### src/rtl/lftq_pkg.sv
// ----------------------------------------------------------------------------
// lftq_pkg: log frame transmit queue shared types and constants
// Payload structs, command and status codes, register indexes and the
// control/status bundles between the controller and the datapath.
// ----------------------------------------------------------------------------
package lftq_pkg;

  // Field widths fixed by the interface
  localparam int unsigned LEN_W    = 8;
  localparam int unsigned TIME_W   = 32;
  localparam int unsigned PERIOD_W = 16;
  localparam int unsigned SLOT_W   = 4;
  localparam int unsigned STATUS_W = 2;

  // Configuration port
  localparam int unsigned CFG_IDX_W  = 1;
  localparam int unsigned CFG_DATA_W = 16;
  localparam logic [CFG_IDX_W-1:0] CFG_DROP_PERIOD = 1'd0;
  localparam logic [CFG_IDX_W-1:0] CFG_NOTICE_LEN  = 1'd1;

  // Register reset values
  localparam logic [PERIOD_W-1:0] DROP_PERIOD_RST = 16'd200;
  localparam logic [LEN_W-1:0]    NOTICE_LEN_RST  = 8'd47;

  // Item commands
  localparam logic CMD_LOG     = 1'b0;
  localparam logic CMD_TX_DONE = 1'b1;

  // Request status codes
  localparam logic [STATUS_W-1:0] ST_STORED  = 2'd0;
  localparam logic [STATUS_W-1:0] ST_DROPPED = 2'd1;
  localparam logic [STATUS_W-1:0] ST_NOT_REQ = 2'd2;

  typedef struct packed {
    logic              cmd;
    logic [LEN_W-1:0]  frame_length;
    logic [TIME_W-1:0] now_ms;
  } in_t;

  typedef struct packed {
    logic [STATUS_W-1:0] request_status;
    logic                start_send;
    logic                send_drop_notice;
    logic [SLOT_W-1:0]   send_slot;
    logic [LEN_W-1:0]    send_length;
    logic                transmitter_busy;
  } out_t;

  // Controller to datapath
  typedef struct packed {
    logic latch;   // capture the accepted item
    logic eval;    // decide and update queue state
    logic fetch;   // read the started slot
    logic load;    // load the result register
  } ctrl_cmd_t;

  // Datapath to controller
  typedef struct packed {
    logic need_fetch;
    logic tx_busy;
    logic q_empty;
  } dp_stat_t;

endpackage

### src/rtl/lftq_ctrl.sv
// ----------------------------------------------------------------------------
// lftq_ctrl: sequencing controller
// Walks one item through evaluate, optional slot fetch and result load,
// and owns the result valid flag.
// ----------------------------------------------------------------------------
module lftq_ctrl (
  input  logic               clk_i,
  input  logic               rst_ni,
  input  logic               in_valid_i,
  output logic               in_stall_o,
  output logic               out_valid_o,
  input  logic               out_stall_i,
  input  lftq_pkg::dp_stat_t stat_i,
  output lftq_pkg::ctrl_cmd_t cmd_o
);
  import lftq_pkg::*;

  localparam logic [1:0] S_IDLE  = 2'd0;
  localparam logic [1:0] S_EVAL  = 2'd1;
  localparam logic [1:0] S_FETCH = 2'd2;
  localparam logic [1:0] S_RESP  = 2'd3;

  logic [1:0] state_q, state_d;
  logic       out_valid_q, out_valid_d;
  logic       out_free;

  assign out_free = !out_valid_q || !out_stall_i;

  // Next state and commands
  always_comb begin
    state_d = state_q;
    cmd_o   = '0;
    unique case (state_q)
      S_IDLE: begin
        if (in_valid_i) begin
          cmd_o.latch = 1'b1;
          state_d     = S_EVAL;
        end
      end
      S_EVAL: begin
        cmd_o.eval = 1'b1;
        state_d    = stat_i.need_fetch ? S_FETCH : S_RESP;
      end
      S_FETCH: begin
        cmd_o.fetch = 1'b1;
        state_d     = S_RESP;
      end
      S_RESP: begin
        if (out_free) begin
          cmd_o.load = 1'b1;
          state_d    = S_IDLE;
        end
      end
      default: state_d = S_IDLE;
    endcase
  end

  // Set valid on load, drop it once the transfer completes
  always_comb begin
    out_valid_d = out_valid_q;
    if (out_valid_q && !out_stall_i) begin
      out_valid_d = 1'b0;
    end
    if (cmd_o.load) begin
      out_valid_d = 1'b1;
    end
  end

  always_ff @(posedge clk_i or negedge rst_ni) begin
    if (!rst_ni) begin
      state_q     <= S_IDLE;
      out_valid_q <= 1'b0;
    end else begin
      state_q     <= state_d;
      out_valid_q <= out_valid_d;
    end
  end

  assign in_stall_o  = (state_q != S_IDLE);
  assign out_valid_o = out_valid_q;

endmodule

### src/rtl/lftq_dp.sv
// ----------------------------------------------------------------------------
// lftq_dp: queue datapath
// Holds the slot ring, pointers, transmitter and drop-notice state, the
// configuration registers and the result register.
// ----------------------------------------------------------------------------
module lftq_dp #(
  parameter int unsigned SLOTS = 16
) (
  input  logic                                clk_i,
  input  logic                                rst_ni,
  input  lftq_pkg::in_t                       in_data_i,
  input  logic                                cfg_we_i,
  input  logic [lftq_pkg::CFG_IDX_W-1:0]      cfg_idx_i,
  input  logic [lftq_pkg::CFG_DATA_W-1:0]     cfg_wdata_i,
  input  lftq_pkg::ctrl_cmd_t                 cmd_i,
  output lftq_pkg::dp_stat_t                  stat_o,
  output lftq_pkg::out_t                      out_data_o
);
  import lftq_pkg::*;

  localparam int unsigned PW = (SLOTS > 1) ? $clog2(SLOTS) : 1;
  localparam logic [PW-1:0] LAST_SLOT = PW'(SLOTS - 1);

  // Configuration
  logic [PERIOD_W-1:0] period_q;
  logic [LEN_W-1:0]    notice_len_q;

  // Captured item
  logic              cmd_q;
  logic [LEN_W-1:0]  len_q;
  logic [TIME_W-1:0] now_q;

  // Queue and transmitter state
  logic [PW-1:0]     head_q, head_d, tail_q, tail_d;
  logic              busy_q, busy_d;
  logic              pend_q, pend_d;
  logic [TIME_W-1:0] last_q, last_d;

  // Decision of the evaluate step
  logic [STATUS_W-1:0] status_q, status_d;
  logic                start_q, start_d;
  logic                notice_q, notice_d;
  logic [PW-1:0]       slot_q;
  logic                wr_en;

  logic [LEN_W-1:0] slot_mem [SLOTS];
  logic [LEN_W-1:0] rd_q;

  logic [PW-1:0]     head_inc, tail_inc;
  logic [TIME_W-1:0] gap;
  logic [PW+SLOT_W-1:0] slot_ext;
  out_t              out_q, out_d;

  assign head_inc = (head_q == LAST_SLOT) ? '0 : head_q + 1'b1;
  assign tail_inc = (tail_q == LAST_SLOT) ? '0 : tail_q + 1'b1;
  assign gap      = now_q - last_q;

  // Configuration writes
  always_ff @(posedge clk_i or negedge rst_ni) begin
    if (!rst_ni) begin
      period_q     <= DROP_PERIOD_RST;
      notice_len_q <= NOTICE_LEN_RST;
    end else if (cfg_we_i) begin
      unique case (cfg_idx_i)
        CFG_DROP_PERIOD: period_q     <= cfg_wdata_i[PERIOD_W-1:0];
        CFG_NOTICE_LEN:  notice_len_q <= cfg_wdata_i[LEN_W-1:0];
        default: ;
      endcase
    end
  end

  // Capture the accepted item
  always_ff @(posedge clk_i) begin
    if (cmd_i.latch) begin
      cmd_q <= in_data_i.cmd;
      len_q <= in_data_i.frame_length;
      now_q <= in_data_i.now_ms;
    end
  end

  // Decide store, drop, notice or start
  always_comb begin
    head_d   = head_q;
    tail_d   = tail_q;
    busy_d   = busy_q;
    pend_d   = pend_q;
    last_d   = last_q;
    status_d = ST_NOT_REQ;
    start_d  = 1'b0;
    notice_d = 1'b0;
    wr_en    = 1'b0;
    if (cmd_q == CMD_LOG) begin
      if (head_inc == tail_q) begin
        pend_d   = 1'b1;
        status_d = ST_DROPPED;
      end else begin
        wr_en    = 1'b1;
        head_d   = head_inc;
        status_d = ST_STORED;
      end
      if (!busy_q && (head_d != tail_q)) begin
        start_d = 1'b1;
        tail_d  = tail_inc;
        busy_d  = 1'b1;
      end
    end else begin
      if (pend_q && (gap > {{(TIME_W-PERIOD_W){1'b0}}, period_q})) begin
        notice_d = 1'b1;
        last_d   = now_q;
        pend_d   = 1'b0;
        busy_d   = 1'b1;
      end else if (head_q != tail_q) begin
        start_d = 1'b1;
        tail_d  = tail_inc;
        busy_d  = 1'b1;
      end else begin
        busy_d = 1'b0;
      end
    end
  end

  // Advance control state on evaluate
  always_ff @(posedge clk_i or negedge rst_ni) begin
    if (!rst_ni) begin
      head_q <= '0;
      tail_q <= '0;
      busy_q <= 1'b0;
      pend_q <= 1'b0;
      last_q <= '0;
    end else if (cmd_i.eval) begin
      head_q <= head_d;
      tail_q <= tail_d;
      busy_q <= busy_d;
      pend_q <= pend_d;
      last_q <= last_d;
    end
  end

  // Hold the decision for the result
  always_ff @(posedge clk_i) begin
    if (cmd_i.eval) begin
      status_q <= status_d;
      start_q  <= start_d;
      notice_q <= notice_d;
      slot_q   <= tail_q;
    end
  end

  // Slot ring: write on evaluate, registered read on fetch
  always_ff @(posedge clk_i) begin
    if (cmd_i.eval && wr_en) begin
      slot_mem[head_q] <= len_q;
    end
    if (cmd_i.fetch) begin
      rd_q <= slot_mem[slot_q];
    end
  end

  // Form the result
  assign slot_ext = {{SLOT_W{1'b0}}, slot_q};

  always_comb begin
    out_d                  = '0;
    out_d.request_status   = status_q;
    out_d.start_send       = start_q;
    out_d.send_drop_notice = notice_q;
    out_d.transmitter_busy = busy_q;
    if (start_q) begin
      out_d.send_slot   = slot_ext[SLOT_W-1:0];
      out_d.send_length = rd_q;
    end else if (notice_q) begin
      out_d.send_length = notice_len_q;
    end
  end

  always_ff @(posedge clk_i) begin
    if (cmd_i.load) begin
      out_q <= out_d;
    end
  end

  assign out_data_o        = out_q;
  assign stat_o.need_fetch = start_d;
  assign stat_o.tx_busy    = busy_q;
  assign stat_o.q_empty    = (head_q == tail_q);

endmodule

### src/rtl/log_frame_transmit_queue_top.sv
// ----------------------------------------------------------------------------
// log_frame_transmit_queue_top: transmit scheduler for log frames
// Queues frame lengths in a slot ring, starts the oldest on transmit done or
// on a request while idle; sends a rate-limited notice after dropped requests.
// ----------------------------------------------------------------------------
// Steps: latch, evaluate, fetch from the slot ring when a slot is started,
// and load once the result port is free; the fetch step is for the registered
// read port of the ring. A new item is taken once the last result is loaded.
// Reset: pointers, flags and notice time clear and configuration registers load
// their reset values at once; the slot ring is not cleared and needs no clearing pass.
module log_frame_transmit_queue_top #(
  parameter int unsigned SLOTS = 16
) (
  input  logic                            clk_i,
  input  logic                            rst_ni,
  input  logic                            in_valid_i,
  output logic                            in_stall_o,
  input  lftq_pkg::in_t                   in_data_i,
  output logic                            out_valid_o,
  input  logic                            out_stall_i,
  output lftq_pkg::out_t                  out_data_o,
  input  logic                            cfg_we_i,
  input  logic [lftq_pkg::CFG_IDX_W-1:0]  cfg_idx_i,
  input  logic [lftq_pkg::CFG_DATA_W-1:0] cfg_wdata_i
);
  import lftq_pkg::*;

  ctrl_cmd_t ctrl_cmd;
  dp_stat_t  dp_stat;

  lftq_ctrl u_ctrl (
    .clk_i       (clk_i),
    .rst_ni      (rst_ni),
    .in_valid_i  (in_valid_i),
    .in_stall_o  (in_stall_o),
    .out_valid_o (out_valid_o),
    .out_stall_i (out_stall_i),
    .stat_i      (dp_stat),
    .cmd_o       (ctrl_cmd)
  );

  lftq_dp #(
    .SLOTS (SLOTS)
  ) u_dp (
    .clk_i       (clk_i),
    .rst_ni      (rst_ni),
    .in_data_i   (in_data_i),
    .cfg_we_i    (cfg_we_i),
    .cfg_idx_i   (cfg_idx_i),
    .cfg_wdata_i (cfg_wdata_i),
    .cmd_i       (ctrl_cmd),
    .stat_o      (dp_stat),
    .out_data_o  (out_data_o)
  );

`ifndef ASSERT_OFF
  // An idle transmitter never leaves frames waiting
  a_idle_empty: assert property (@(posedge clk_i) disable iff (!rst_ni)
    !in_stall_o && !dp_stat.tx_busy |-> dp_stat.q_empty)
    else $error("transmitter idle with frames queued");

  // A result never appears the cycle after a transfer in
  a_min_latency: assert property (@(posedge clk_i) disable iff (!rst_ni)
    in_valid_i && !in_stall_o |=> !ctrl_cmd.load)
    else $error("result loaded too early");

  // Frame start and drop notice are exclusive
  a_one_start: assert property (@(posedge clk_i) disable iff (!rst_ni)
    out_valid_o |-> !(out_data_o.start_send && out_data_o.send_drop_notice))
    else $error("frame and notice started together");

  // Anything started leaves the transmitter busy
  a_start_busy: assert property (@(posedge clk_i) disable iff (!rst_ni)
    out_valid_o && (out_data_o.start_send || out_data_o.send_drop_notice)
    |-> out_data_o.transmitter_busy)
    else $error("start reported with idle transmitter");
`endif

endmodule

### config.mk
export PLATFORM = sky130hd
export DESIGN_NAME = log_frame_transmit_queue_top
export DESIGN_NICKNAME = d
export VERILOG_FILES = /design/src/rtl/lftq_pkg.sv /design/src/rtl/lftq_ctrl.sv /design/src/rtl/lftq_dp.sv /design/src/rtl/log_frame_transmit_queue_top.sv
export SDC_FILE = /design/constraint.sdc
export NUM_CORES = 1
export LEC_CHECK = 0
export ABC_AREA = 1
export BUFFER_PORTS_ARGS = -buffer_cell sky130_fd_sc_hd__buf_2
export CAP_MARGIN = 20
export CELL_PAD_IN_SITES_DETAIL_PLACEMENT = 0
export CELL_PAD_IN_SITES_GLOBAL_PLACEMENT = 1
export CORE_MARGIN = 2
export CORE_UTILIZATION = 51
export DETAILED_ROUTE_END_ITERATION = 16
export GPL_TIMING_DRIVEN = 1
export HOLD_SLACK_MARGIN = 0.02
export PLACE_DENSITY_LB_ADDON = 0.15
export SYNTH_ARGS = -nofsm -noshare
export SYNTH_HDL_FRONTEND = slang
export SYNTH_HIERARCHICAL = 1
export SYNTH_SLANG_ARGS = --single-unit
export TNS_END_PERCENT = 5
### constraint.sdc
create_clock -name clk_i -period 7.3 [get_ports clk_i]
set_clock_uncertainty 0.05 [all_clocks]
set_input_delay 0.73 -clock clk_i [delete_from_list [all_inputs] [get_ports clk_i]]
set_output_delay 0.73 -clock clk_i [all_outputs]
set_load 0.01 [all_outputs]
[Word level (Yosys, flattened, before mapping)]
Memory sizes are Yosys's and may differ from the RTL's. A register that Yosys moved wholly into a read port is not among the register bits.
Index checks and enable logic that the tools add are counted.
Operators by class
  add/sub/neg operators: 3
  order comparisons: 1
  eq/ne operators: 13
  muxes and demuxes: 38
  bitwise logic cells: 2
  reduce and logical (&&, ||, !) cells: 21
Operators with widths (number)
  32-bit by 16-bit > comparator with 1-bit output: 1
  4-bit two-way mux: 8
  32-bit subtractor: 1
  1-bit two-way mux: 25
  8-bit two-way mux: 2
  2-bit AND reduction: 5
  4-bit by 1-bit adder with 4-bit output, second input constant: 2
  4-bit == test, second input constant: 2
  2-bit != test, second input constant: 4
  4-bit != test: 2
  2-bit case mux with 4 select lines: 1
  2-bit nonzero test: 4
  3-bit AND reduction: 2
  2-bit == test, second input constant: 2
  4-bit == test: 1
  1-bit logical AND: 4
  2-bit two-way mux: 2
  4-bit AND reduction: 1
  1-bit logical NOT: 3
  2-bit by 1-bit == test with 1-bit output, second input constant: 1
  2-bit logical NOT: 1
  2-bit by 1-bit != test with 1-bit output, second input constant: 1
  1-bit NOT: 2
  1-bit logical OR: 1
Storage, ports and cells
  register bits after elaboration: 135
  RAM bits: 128
  output and inout port bits: 19
  logic and storage cells: 101
  memories: 1
Memory list
  u_dp.slot_mem: words 16, bits a word 8, read ports 1, clocked after memory_dff 1, write ports 1, RTL line lftq_dp.sv:46  | logic [LEN_W-1:0] slot_mem [SLOTS];

[Depth between registers and ports, before layout]
Gate-level depths: netlist of the first run.
  word-level depth: 11
  depth in mapped cells: 34
  mapped depth without buffers: 32

[Cells and area by module]
The synthesis of the first run kept the hierarchy.
Modules (own cells, without submodules)
  lftq_dp: times used 1, cells each 1433, area an instance 13475.4 um^2
  lftq_ctrl: times used 1, cells each 34, area an instance 252.7 um^2

[Worst setup path before layout of the first run]
No wires, ideal clock.
  path type: reg-to-reg
  start: reg u_dp.now_q[0]
  end: reg u_ctrl.state_q[0]
  setup time: 117 ps
  data arrival time: 3369 ps
  path slack: 3765 ps
  stages on the path, launching flop included: 33
  buffers on the path: 2
  period minus slack after synthesis: 3535 ps
  path through: edfxtp_1 > inv_1 > ha_1 > fa_1 > inv_1 > nand2_1 > nand2_1 > and2_4 > nand2_1 > nand3_2 > xor2_1 > ha_1 > nand2_1 > nor2_1 > nand3_1 > nor2_1 > nand4_1 > nand2_1 > nand3_1 > nor2_1 > nand2_1 > nor2_2 > nand2_2 > nand3_4 > inv_6 > buf_6 > nor3_2 > buf_4 > inv_1 > nand2_1 > nand3_1 > nand2_1 > nand2_1
On the way
  longest elaborated chain between the ends: 7
Ends and longest elaborated chain
  start: declaration: RTL line lftq_dp.sv:31  | logic [TIME_W-1:0] now_q;
  start signal: assignment: RTL line lftq_dp.sv:77  | now_q <= in_data_i.now_ms;
  32-bit subtractor: RTL line lftq_dp.sv:56  | assign gap = now_q - last_q;
  32-bit by 16-bit > comparator with 1-bit output: RTL line lftq_dp.sv:107  | if (pend_q && (gap > {{(TIME_W-PERIOD_W){1'b0}}, period_q})) begin
  1-bit logical AND: RTL line lftq_dp.sv:107
  1-bit two-way mux: RTL line lftq_dp.sv:107
  1-bit two-way mux: RTL line lftq_dp.sv:92  | if (cmd_q == CMD_LOG) begin
  net u_dp.start_d: RTL line lftq_dp.sv:41  | logic start_q, start_d;
  1-bit two-way mux: RTL line lftq_ctrl.sv:42  | state_d = stat_i.need_fetch ? S_FETCH : S_RESP;
  2-bit case mux with 4 select lines: RTL line lftq_ctrl.sv:33  | unique case (state_q)
  end signal: assignment: RTL line lftq_ctrl.sv:74  | state_q <= state_d;
  end: declaration: RTL line lftq_ctrl.sv:23  | logic [1:0] state_q, state_d;
The timed path passes the listed nets, and every way through them passes these cells.
A chain may end at the register's enable or synchronous reset.

[Worst setup path after layout of the first run]
  start: reg u_dp.now_q[0]
  end: reg u_dp.last_q[11]
On the way
  longest elaborated chain between the ends: 4
Ends and longest elaborated chain
  32-bit subtractor: RTL line lftq_dp.sv:56
  32-bit by 16-bit > comparator with 1-bit output: RTL line lftq_dp.sv:107
  1-bit logical AND: RTL line lftq_dp.sv:107
  3-bit AND reduction (no source line)
  end signal: assignment: RTL line lftq_dp.sv:135  | last_q <= last_d;
  end: declaration: RTL line lftq_dp.sv:37  | logic [TIME_W-1:0] last_q, last_d;
Every way passes these cells.

==> flow_summary_export.csv, run 1 <==
group,metric,value,unit
sta,max_freq,241,MHz
grt,grt_pass1_vias,9073,
flow_run,drv_cap,0,
worst_setup_path,cp_top_family,"simple AND/OR/NAND/NOR gates",
clock_tree,ctsHoldBuffers,0,
clock_tree,root_buffer,"clkbuf_16",
floorplan,rows,60,
clock_tree,cts.sinks,271,
floorplan,dieArea,0.0282,mm2
worst_setup_path,cp.arrival,4.53,ns
clock_tree,cts_resized,0,
layout,drive_gt1_frac,0.100,
sta,finalMaxSlewViolations,0,
detailed_routing,vias,9694,
placement,portBuffers,81,
sta,setup_viol,0,
worst_setup_path,startpoint,"u_dp/now_q[0]",
yosys,syn-cell-area,0.0137,mm2
detailed_routing,finalWirelength,30900,um
detailed_routing,routed_via_density,5.08,
grt,grt_pass1_wl,48700,um
sta,rsz0062_at_grt,"no",
detailed_routing,drc,0,
detailed_routing,ant_nets,0,
worst_setup_path,slowest_delay,0.41,ns
yosys,synth.net_count,1587,
worst_setup_path,r2r_slack,3.15,ns
worst_setup_path,crit_top_cell,"nand2_1",
grt,grt_usage,0.221,
sta,max_slew.worst_pin.slew,1.10,ns
worst_setup_path,worstPathMaxFanout,35,
grt,overflow,0,
worst_setup_path,cpMaxStageDelayCell,"fa_1",
power,p_seq_frac,0.348,
floorplan,die_w,168,um
power,intPower,0.00384,W
clock_tree,clk_pin_slew_worst_paths,0.06,ns
power,power_frac_comb,0.425,
layout,nNetsFinal,1667,
layout,final_area,0.0154,mm2
clock_tree,htree_levels,1,
worst_setup_path,r2r_start,"u_dp/now_q[0]",
clock_tree,ctsLongestPathBuffers,3,
grt,grt_start_max_net_pins,98,
floorplan,core,0.0267,mm2
clock_tree,cts_tree,"yes",
power,leakage,7.18,nW
worst_setup_path,crit_path_start_kind,"register",
sta,slew_headroom,0.263,
grt,antenna_found_initial,0,
power,switchingPower,0.00258,W
power,ir_worst_vdd,0.232,mV
power,pwr-share-clk,0.227,
detailed_routing,drtPass1Iterations,7,
sta,tns,0,ns
worst_setup_path,cp.required,7.68,ns
power,p_per_area,417,mW/mm2
worst_setup_path,cp_num_buf_inv,3,
yosys,yosysWarnings,6,
detailed_routing,wl_per_cell,16.2,um
floorplan,start_util,0.515,
clock_tree,post_cts_buffers,0,
placement,postPlaceCellArea,0.0144,mm2
power,switching_share,0.403,
placement,place_congestion,0.888,
floorplan,io_pins,82,
placement,post-dp-hpwl,21700,um
yosys,syn_area_per_cell,9.36,um2
layout,area_growth,12.2,%
min_path,hold_start,"in_data_i[16]",
sta,finalHoldViolCount,0,
detailed_routing,drt_iter0_markers,845,
min_path,hold_path_class,"in -> reg",
layout,diodes,0,
worst_setup_path,critPathKind,"reg -> reg",
worst_setup_path,crit_path_end_kind,"register",
yosys,synthesis.instances,1466,
clock_tree,clkLatencyLatePin,0.55,ns
run_status,status,"finished, final reports clean",
layout,fillCellCount,2361,
floorplan,fp.dieH,168,um
clock_tree,cts_made_buffers,30,
layout,final_util,0.578,
sta,min_period_over_period,0.568,
sta,period_needed,4.15,ns
## layout make-up
type,instances,area (um2),area share
clock buffers,41,813,0.0528
clock inverters,12,138,0.00894
inverters,260,981,0.0637
multi-input cells,894,4740,0.308
flip-flops and latches,271,7800,0.507
well taps,341,427,0.0277
repair buffers,89,493,0.0320
## power by group through the flow
stage	Clock, W	Combinational, W	Sequential (W)
detailed placement	0	0.00270	0.00226
floorplan	0	0.00202	0.00219
finish	0.00146	0.00273	0.00223
global route	0.00155	0.00313	0.00227
global placement	0	0.00267	0.00226
CTS	0.00149	0.00272	0.00223
## flip-flops by register name (all words and copies together), names as in the netlist, 2 cells and up
signal	flops
u_dp/period_q	16
u_dp/slot_mem	128
u_dp/slot_q	4
u_dp/rd_q	8
u_dp/status_q	2
u_dp/now_q	32
u_dp/notice_len_q	8
u_ctrl/state_q	2
u_dp/len_q	8
u_dp/head_q	4
u_dp/tail_q	4
u_dp/out_data_o	17
u_dp/last_q	32
## layer usage
layer	GRT usage	up-vias	wire length (um)
met5	0	-	0
met4	0.0484	0	528
met3	0.0317	38	1800
met2	0.323	257	12800
met1	0.349	4478	15700
li1	-	4921	-
## placed cells by master, fill, tap and decap left out, drive strengths merged
cell	instances
nor3	6
nand3	95
dfstp	8
o21ai	63
nand2	417
a21boi	1
nor4	1
nand4	12
o21bai	1
xnor2	3
a21oi	64
bufinv	3
xor2	22
dfrtp	61
clkbuf	41
or2	1
mux2i	32
nand3b	1
nor2	83
o211ai	33
edfxtp	202
fa	1
clkinv	12
inv	257
and2	1
ha	57
buf	89
## stage by stage
stage | instances | setup WS, ns | total power [W] | hold slack (ns)
floorplan | 1466 | 3.76 | 0.00421 | 0.350
global placement | 1853 | 3.24 | 0.00493 | 0.363
detailed placement | 1853 | 3.17 | 0.00496 | 0.360
CTS | 1906 | 3.15 | 0.00644 | 0.276
global route | 1908 | 2.76 | 0.00695 | 0.277
finish | 1908 | 3.15 | 0.00642 | 0.296
## path summary, 6_finish.rpt
kind                                        end  cells past startpoint
max                             u_dp/last_q[11]                     27
min                              u_dp/now_q[16]                      1
max reg2reg                     u_dp/last_q[11]                     27
min reg2reg                 u_dp/out_data_o[15]                      0
max in group asynchronous       u_dp/last_q[14]                      2
min in group asynchronous  u_dp/notice_len_q[4]                      2
No activity file was read; power rests on OpenSTA's default activity.
==> run 2: changes to the inputs <==
--- a/config.mk
+++ b/config.mk
@@ -11,7 +11,7 @@
 export CELL_PAD_IN_SITES_DETAIL_PLACEMENT = 0
 export CELL_PAD_IN_SITES_GLOBAL_PLACEMENT = 1
 export CORE_MARGIN = 2
-export CORE_UTILIZATION = 51
+export CORE_UTILIZATION = 48
 export DETAILED_ROUTE_END_ITERATION = 16
 export GPL_TIMING_DRIVEN = 1
 export HOLD_SLACK_MARGIN = 0.02
==> constraint.sdc (replaced) <==
create_clock -name clk_i -period 4 [get_ports clk_i]
set_clock_uncertainty 0.05 [all_clocks]
set_input_delay 0.4 -clock clk_i [delete_from_list [all_inputs] [get_ports clk_i]]
set_output_delay 0.4 -clock clk_i [all_outputs]
set_load 0.01 [all_outputs]
==> flow_summary_export.csv, run 2 (synthesis results as in run 1) <==
group,metric,value,unit
run_status,status,"finished, final reports clean",
layout,largest-register,"u_dp/slot_mem",
detailed_routing,drc,0,
floorplan,io_pins,82,
placement,post-dp-hpwl,22200,um
clock_tree,htree_levels,1,
clock_tree,clk_pin_slew_worst_paths,0.06,ns
worst_setup_path,cp.arrival,4.08,ns
placement,dp.cells,1895,
sta,finalHoldViolCount,0,
min_path,hold_path_class,"in -> reg",
sta,slew_headroom,0.270,
detailed_routing,wl_per_cell,16.0,um
worst_setup_path,ff2ff_path_depth,27,
sta,min_period_over_period,0.917,
layout,final_area,0.0162,mm2
min_path,hold_depth,3,
sta,hold_slack,0.0401,ns
clock_tree,ctsLongestPathBuffers,3,
clock_tree,cts_made_buffers,29,
detailed_routing,vias,9938,
grt,antenna_found_initial,0,
flow_run,drv_cap,0,
worst_setup_path,crit_path_start_kind,"register",
layout,area_growth,18.2,%
sta,max_slew.worst_pin.slew,1.09,ns
power,ir_worst_vdd,0.447,mV
layout,final_common_cell,"nand2_1",
detailed_routing,routed_via_density,4.96,
layout,nNetsFinal,1725,
clock_tree,clkLatencyLatePin,0.57,ns
grt,grt_usage,0.214,
detailed_routing,drtPass1Iterations,5,
floorplan,core,0.0279,mm2
floorplan,die_w,173,um
clock_tree,cts.sinks,271,
layout,mostFrequentLayoutCells,"408 x nand2_1, 253 x inv_1, 202 x edfxtp_1, 90 x nand3_1, 81 x buf_2",
grt,grt_pass1_wl,51000,um
grt,grt_pass1_vias,9445,
min_path,hold_start,"out_stall_i",
floorplan,dieArea,0.0300,mm2
layout,diodes,0,
layout,drive_gt1_frac,0.125,
grt,overflow,0,
sta,period_needed,3.67,ns
placement,postPlaceCellArea,0.0145,mm2
power,total_power,0.0121,W
power,p_per_area,745,mW/mm2
grt,grt_start_max_net_pins,98,
sta,setup_viol,0,
layout,largest_reg_flops,128,
sta,tns,0,ns
placement,portBuffers,81,
detailed_routing,finalWirelength,32100,um
worst_setup_path,r2r_start,"u_dp/now_q[11]",
detailed_routing,ant_nets,0,
sta,finalMaxSlewViolations,0,
layout,final_cells,2005,
floorplan,start_util,0.491,
floorplan,rows,61,
clock_tree,cts_tree,"yes",
min_path,holdPathEnd,"u_ctrl/out_valid_o",
clock_tree,root_buffer,"clkbuf_16",
worst_setup_path,critPathKind,"reg -> reg",
power,leakage,7.45,nW
sta,max_freq,272,MHz
worst_setup_path,cp.required,4.41,ns
layout,largestRegisters,"u_dp/slot_mem: 128 flops, u_dp/last_q: 32 flops, u_dp/now_q: 32 flops",
placement,place_congestion,0.879,
worst_setup_path,regToRegEndpoint,"u_ctrl/state_q[0]",
detailed_routing,drt_iter0_markers,630,
worst_setup_path,worstPathMaxFanout,6,
floorplan,fp.dieH,173,um
worst_setup_path,r2r_slack,0.33,ns
worst_setup_path,crit_path_end_kind,"register",
==> run 2: cell count changes in the layout (fill, tap and decap cells not counted), sizes merged <==
cell         delta
dlygate4sd3    +47
buf            +12
clkbuf          +6
bufinv          -3
clkinv          -2
==> run 2: metal layers <==
metal,up-vias,part of all wire,GRT usage
li1,5037,-,-
met1,4612,0.51,0.340
met2,249,0.42,0.311
met3,40,0.053,0.0290
met4,0,0.015,0.0441
met5,-,0,0
==> run 2: worst max-delay path by stage <==
stage,slack [ns],start,end,cells past startpoint
floorplan,0.46,u_dp/now_q[0],u_ctrl/state_q[0],32
global placement,-0.04,u_dp/now_q[11],u_ctrl/state_q[0],27
detailed placement,-0.02,u_dp/now_q[13],u_ctrl/state_q[0],28
CTS,0.02,u_dp/now_q[12],u_ctrl/state_q[0],28
global route,-0.01,u_dp/now_q[0],u_ctrl/state_q[0],30
finish,0.33,u_dp/now_q[11],u_ctrl/state_q[0],27
==> run 2: area by class of cell <==
type,instances,area [um2]
clock buffer,47,873
sequential,271,7800
clock inverter,7,53.8
inverter,260,988
timing repair buffer,148,1050
multi-input combinational,894,4980
fill,2478,11700
tap,378,473
==> run 2: repair_timing <==
action | in CTS | in global routing
hold buffers | 47 | 0
endpoints found under the setup margin | 29 | 40
endpoints found under the hold margin | 80 | 0
gates resized for setup | 1 | 37
pin swaps | 0 | 2
setup buffers | 0 | 8
==> run 2: per-stage QoR <==
step | utilization | setup WS, ns
floorplan | - | 0.465
global placement | 0.519 | -0.0430
detailed placement | 0.519 | -0.0219
CTS | 0.569 | 0.0166
global route | 0.581 | -0.0105
finish | 0.581 | 0.330
==> run 2: where the power goes <==
| part | switching [W] | internal [W] |
|---|---|---|
| logic | 0.00342 | 0.00196 |
| clock network | 0.00108 | 0.00149 |
| registers | 0.000429 | 0.00370 |
==> run 2: worst max-delay path: stages (launching register included) <==
cell and delay [ns]:
edfxtp_1 0.40, ha_2 0.40, nand2_2 0.12, nor2_4 0.14
nand2_1 0.11, inv_1 0.06, nand2_1 0.05, nand2_1 0.15
xor2_2 0.24, ha_4 0.25, a21oi_1 0.16, nand3_1 0.12
a21oi_2 0.13, nand3_1 0.07, nand2_1 0.07, nand3_1 0.08
nor2_1 0.10, nand2_1 0.06, nor2_2 0.09, nand2_2 0.08
nand3_4 0.12, clkinv_8 0.09, nor3_4 0.13, inv_1 0.05
nand2_1 0.05, nand3_1 0.08, nand2_1 0.06, nand2_1 0.04
==> run 3: changes to the inputs <==
--- a/config.mk
+++ b/config.mk
@@ -15,7 +15,7 @@
 export DETAILED_ROUTE_END_ITERATION = 16
 export GPL_TIMING_DRIVEN = 1
 export HOLD_SLACK_MARGIN = 0.02
-export PLACE_DENSITY_LB_ADDON = 0.15
+export PLACE_DENSITY_LB_ADDON = 0.3
 export SYNTH_ARGS = -nofsm -noshare
 export SYNTH_HDL_FRONTEND = slang
 export SYNTH_HIERARCHICAL = 1
==> flow_summary_export.csv, run 3 (synthesis results as in run 1) <==
group,metric,value,unit
worst_setup_path,slowest_delay,0.39,ns
worst_setup_path,crit_path_end_kind,"register",
grt,grt_pass1_wl,50700,um
floorplan,fp.dieH,173,um
power,switching_share,0.407,
power,leakage,7.40,nW
worst_setup_path,cpMaxStageDelayCell,"edfxtp_1",
detailed_routing,finalWirelength,32000,um
grt,overflow,0,
placement,post-dp-hpwl,22600,um
sta,rsz0062_at_grt,"no",
min_path,hold_path_class,"in -> reg",
sta,slew_headroom,0.256,
power,total_power,0.0120,W
worst_setup_path,critPathKind,"reg -> reg",
sta,finalMaxSlewViolations,0,
detailed_routing,drc,0,
layout,final_common_cell,"nand2_1",
flow_run,drv_cap,0,
clock_tree,cts_made_buffers,29,
detailed_routing,ant_nets,0,
detailed_routing,routed_via_density,4.97,
clock_tree,root_buffer,"clkbuf_16",
clock_tree,clkLatencyLatePin,0.56,ns
layout,largestRegisters,"u_dp/slot_mem: 128 flops, u_dp/last_q: 32 flops, u_dp/now_q: 32 flops",
placement,post-place-ws,0.0836,ns
layout,largest-register,"u_dp/slot_mem",
floorplan,rows,61,
layout,largest_reg_flops,128,
floorplan,io_pins,82,
floorplan,dieArea,0.0300,mm2
grt,grt_pass1_vias,9257,
grt,antenna_found_initial,0,
run_status,status,"finished, final reports clean",
sta,period_needed,3.69,ns
worst_setup_path,cp_top_family,"simple AND/OR/NAND/NOR gates",
placement,portBuffers,81,
worst_setup_path,crit_top_cell,"nand2_1",
sta,max_freq,271,MHz
layout,mostFrequentLayoutCells,"405 x nand2_1, 253 x inv_1, 202 x edfxtp_1, 90 x nand3_1, 80 x buf_2",
placement,place_congestion,0.929,
sta,min_period_over_period,0.923,
grt,grt_usage,0.214,
detailed_routing,wl_per_cell,16.0,um
clock_tree,ctsLongestPathBuffers,3,
sta,finalHoldViolCount,0,
detailed_routing,vias,9928,
power,power_frac_comb,0.443,
worst_setup_path,crit_path_start_kind,"register",
clock_tree,cts_tree,"yes",
layout,drive_gt1_frac,0.123,
power,switchingPower,0.00489,W
detailed_routing,drtPass1Iterations,5,
power,pwr-share-clk,0.212,
sta,tns,0,ns
layout,nNetsFinal,1719,
layout,diodes,0,
detailed_routing,drt_iter0_markers,828,
floorplan,die_w,173,um
worst_setup_path,worstPathMaxFanout,17,
grt,grt_start_max_net_pins,70,
clock_tree,cts.sinks,271,
power,p_seq_frac,0.346,
sta,timing.final.ws_setup,0.306,ns
layout,area_growth,17.4,%
clock_tree,clk_pin_slew_worst_paths,0.06,ns
power,ir_worst_vdd,0.347,mV
power,intPower,0.00713,W
floorplan,core,0.0279,mm2
worst_setup_path,cp_num_buf_inv,3,
sta,max_slew.worst_pin.slew,1.12,ns
power,p_per_area,747,mW/mm2
sta,setup_viol,0,
worst_setup_path,cp.arrival,4.07,ns
worst_setup_path,cp.required,4.37,ns
clock_tree,htree_levels,1,
floorplan,start_util,0.491,
-- run 3: final timing paths --
kind / startpoint / to / slack [ns] / cells past startpoint
max: u_dp/now_q[11] / u_ctrl/state_q[0] / 0.31 / 28
min: cfg_wdata_i[9] / u_dp/period_q[9] / 0.06 / 3
max reg2reg: u_dp/now_q[11] / u_ctrl/state_q[0] / 0.31 / 28
min reg2reg: u_dp/status_q[0] / u_dp/out_data_o[15] / 0.38 / 0
max in group asynchronous: rst_ni / u_dp/last_q[13] / 2.81 / 2
min in group asynchronous: rst_ni / u_dp/notice_len_q[7] / 0.48 / 2
-- run 3: power by group through the flow --
| stage | clock network, W | registers [W] | logic, W |
|---|---|---|---|
| after global routing | 0.00273 | 0.00423 | 0.00606 |
| final | 0.00255 | 0.00416 | 0.00532 |
| after detailed placement | 0 | 0.00419 | 0.00500 |
| after global placement | 0 | 0.00418 | 0.00494 |
| after CTS | 0.00262 | 0.00414 | 0.00506 |
| after floorplan | 0 | 0.00400 | 0.00369 |
-- run 3: per-stage QoR --
step	cells	util	cell area (um2)	hold slack, ns
after global routing	1999	0.577	16100	0.0569
after floorplan	1466	-	13700	0.0544
final	1999	0.577	16100	0.0647
after global placement	1898	0.520	14500	0.358
after CTS	1994	0.568	15900	0.0465
after detailed placement	1898	0.520	14500	0.366
-- run 3: worst min-delay path, cell delays in order --
cell and delay, ns:
buf_2 0.07, nor2_1 0.03, a21oi_1 0.09
-- run 3: layout make-up --
class / count / area, um2
Clock buffer: 41 / 822
Tap cell: 378 / 473
Clock inverter: 13 / 93.8
Inverter: 260 / 981
Fill cell: 2562 / 11800
Sequential cell: 271 / 7800
Timing Repair Buffer: 142 / 987
Multi-Input combinational cell: 894 / 4950
-- run 3: layer usage --
metal,track usage,wire (um),vias to the layer above
li1,-,-,5030
met2,0.311,13400,313
met4,0.0452,606,0
met1,0.342,16100,4549
met3,0.0262,1960,36
met5,0,0,-
-- run 3: what timing repair did --
item / CTS / global route
gates resized for setup: 0 / 39
hold buffers: 42 / 0
setup endpoints to repair: 0 / 40
endpoints found under the hold margin: 102 / 0
buffers inserted: 0 / 5
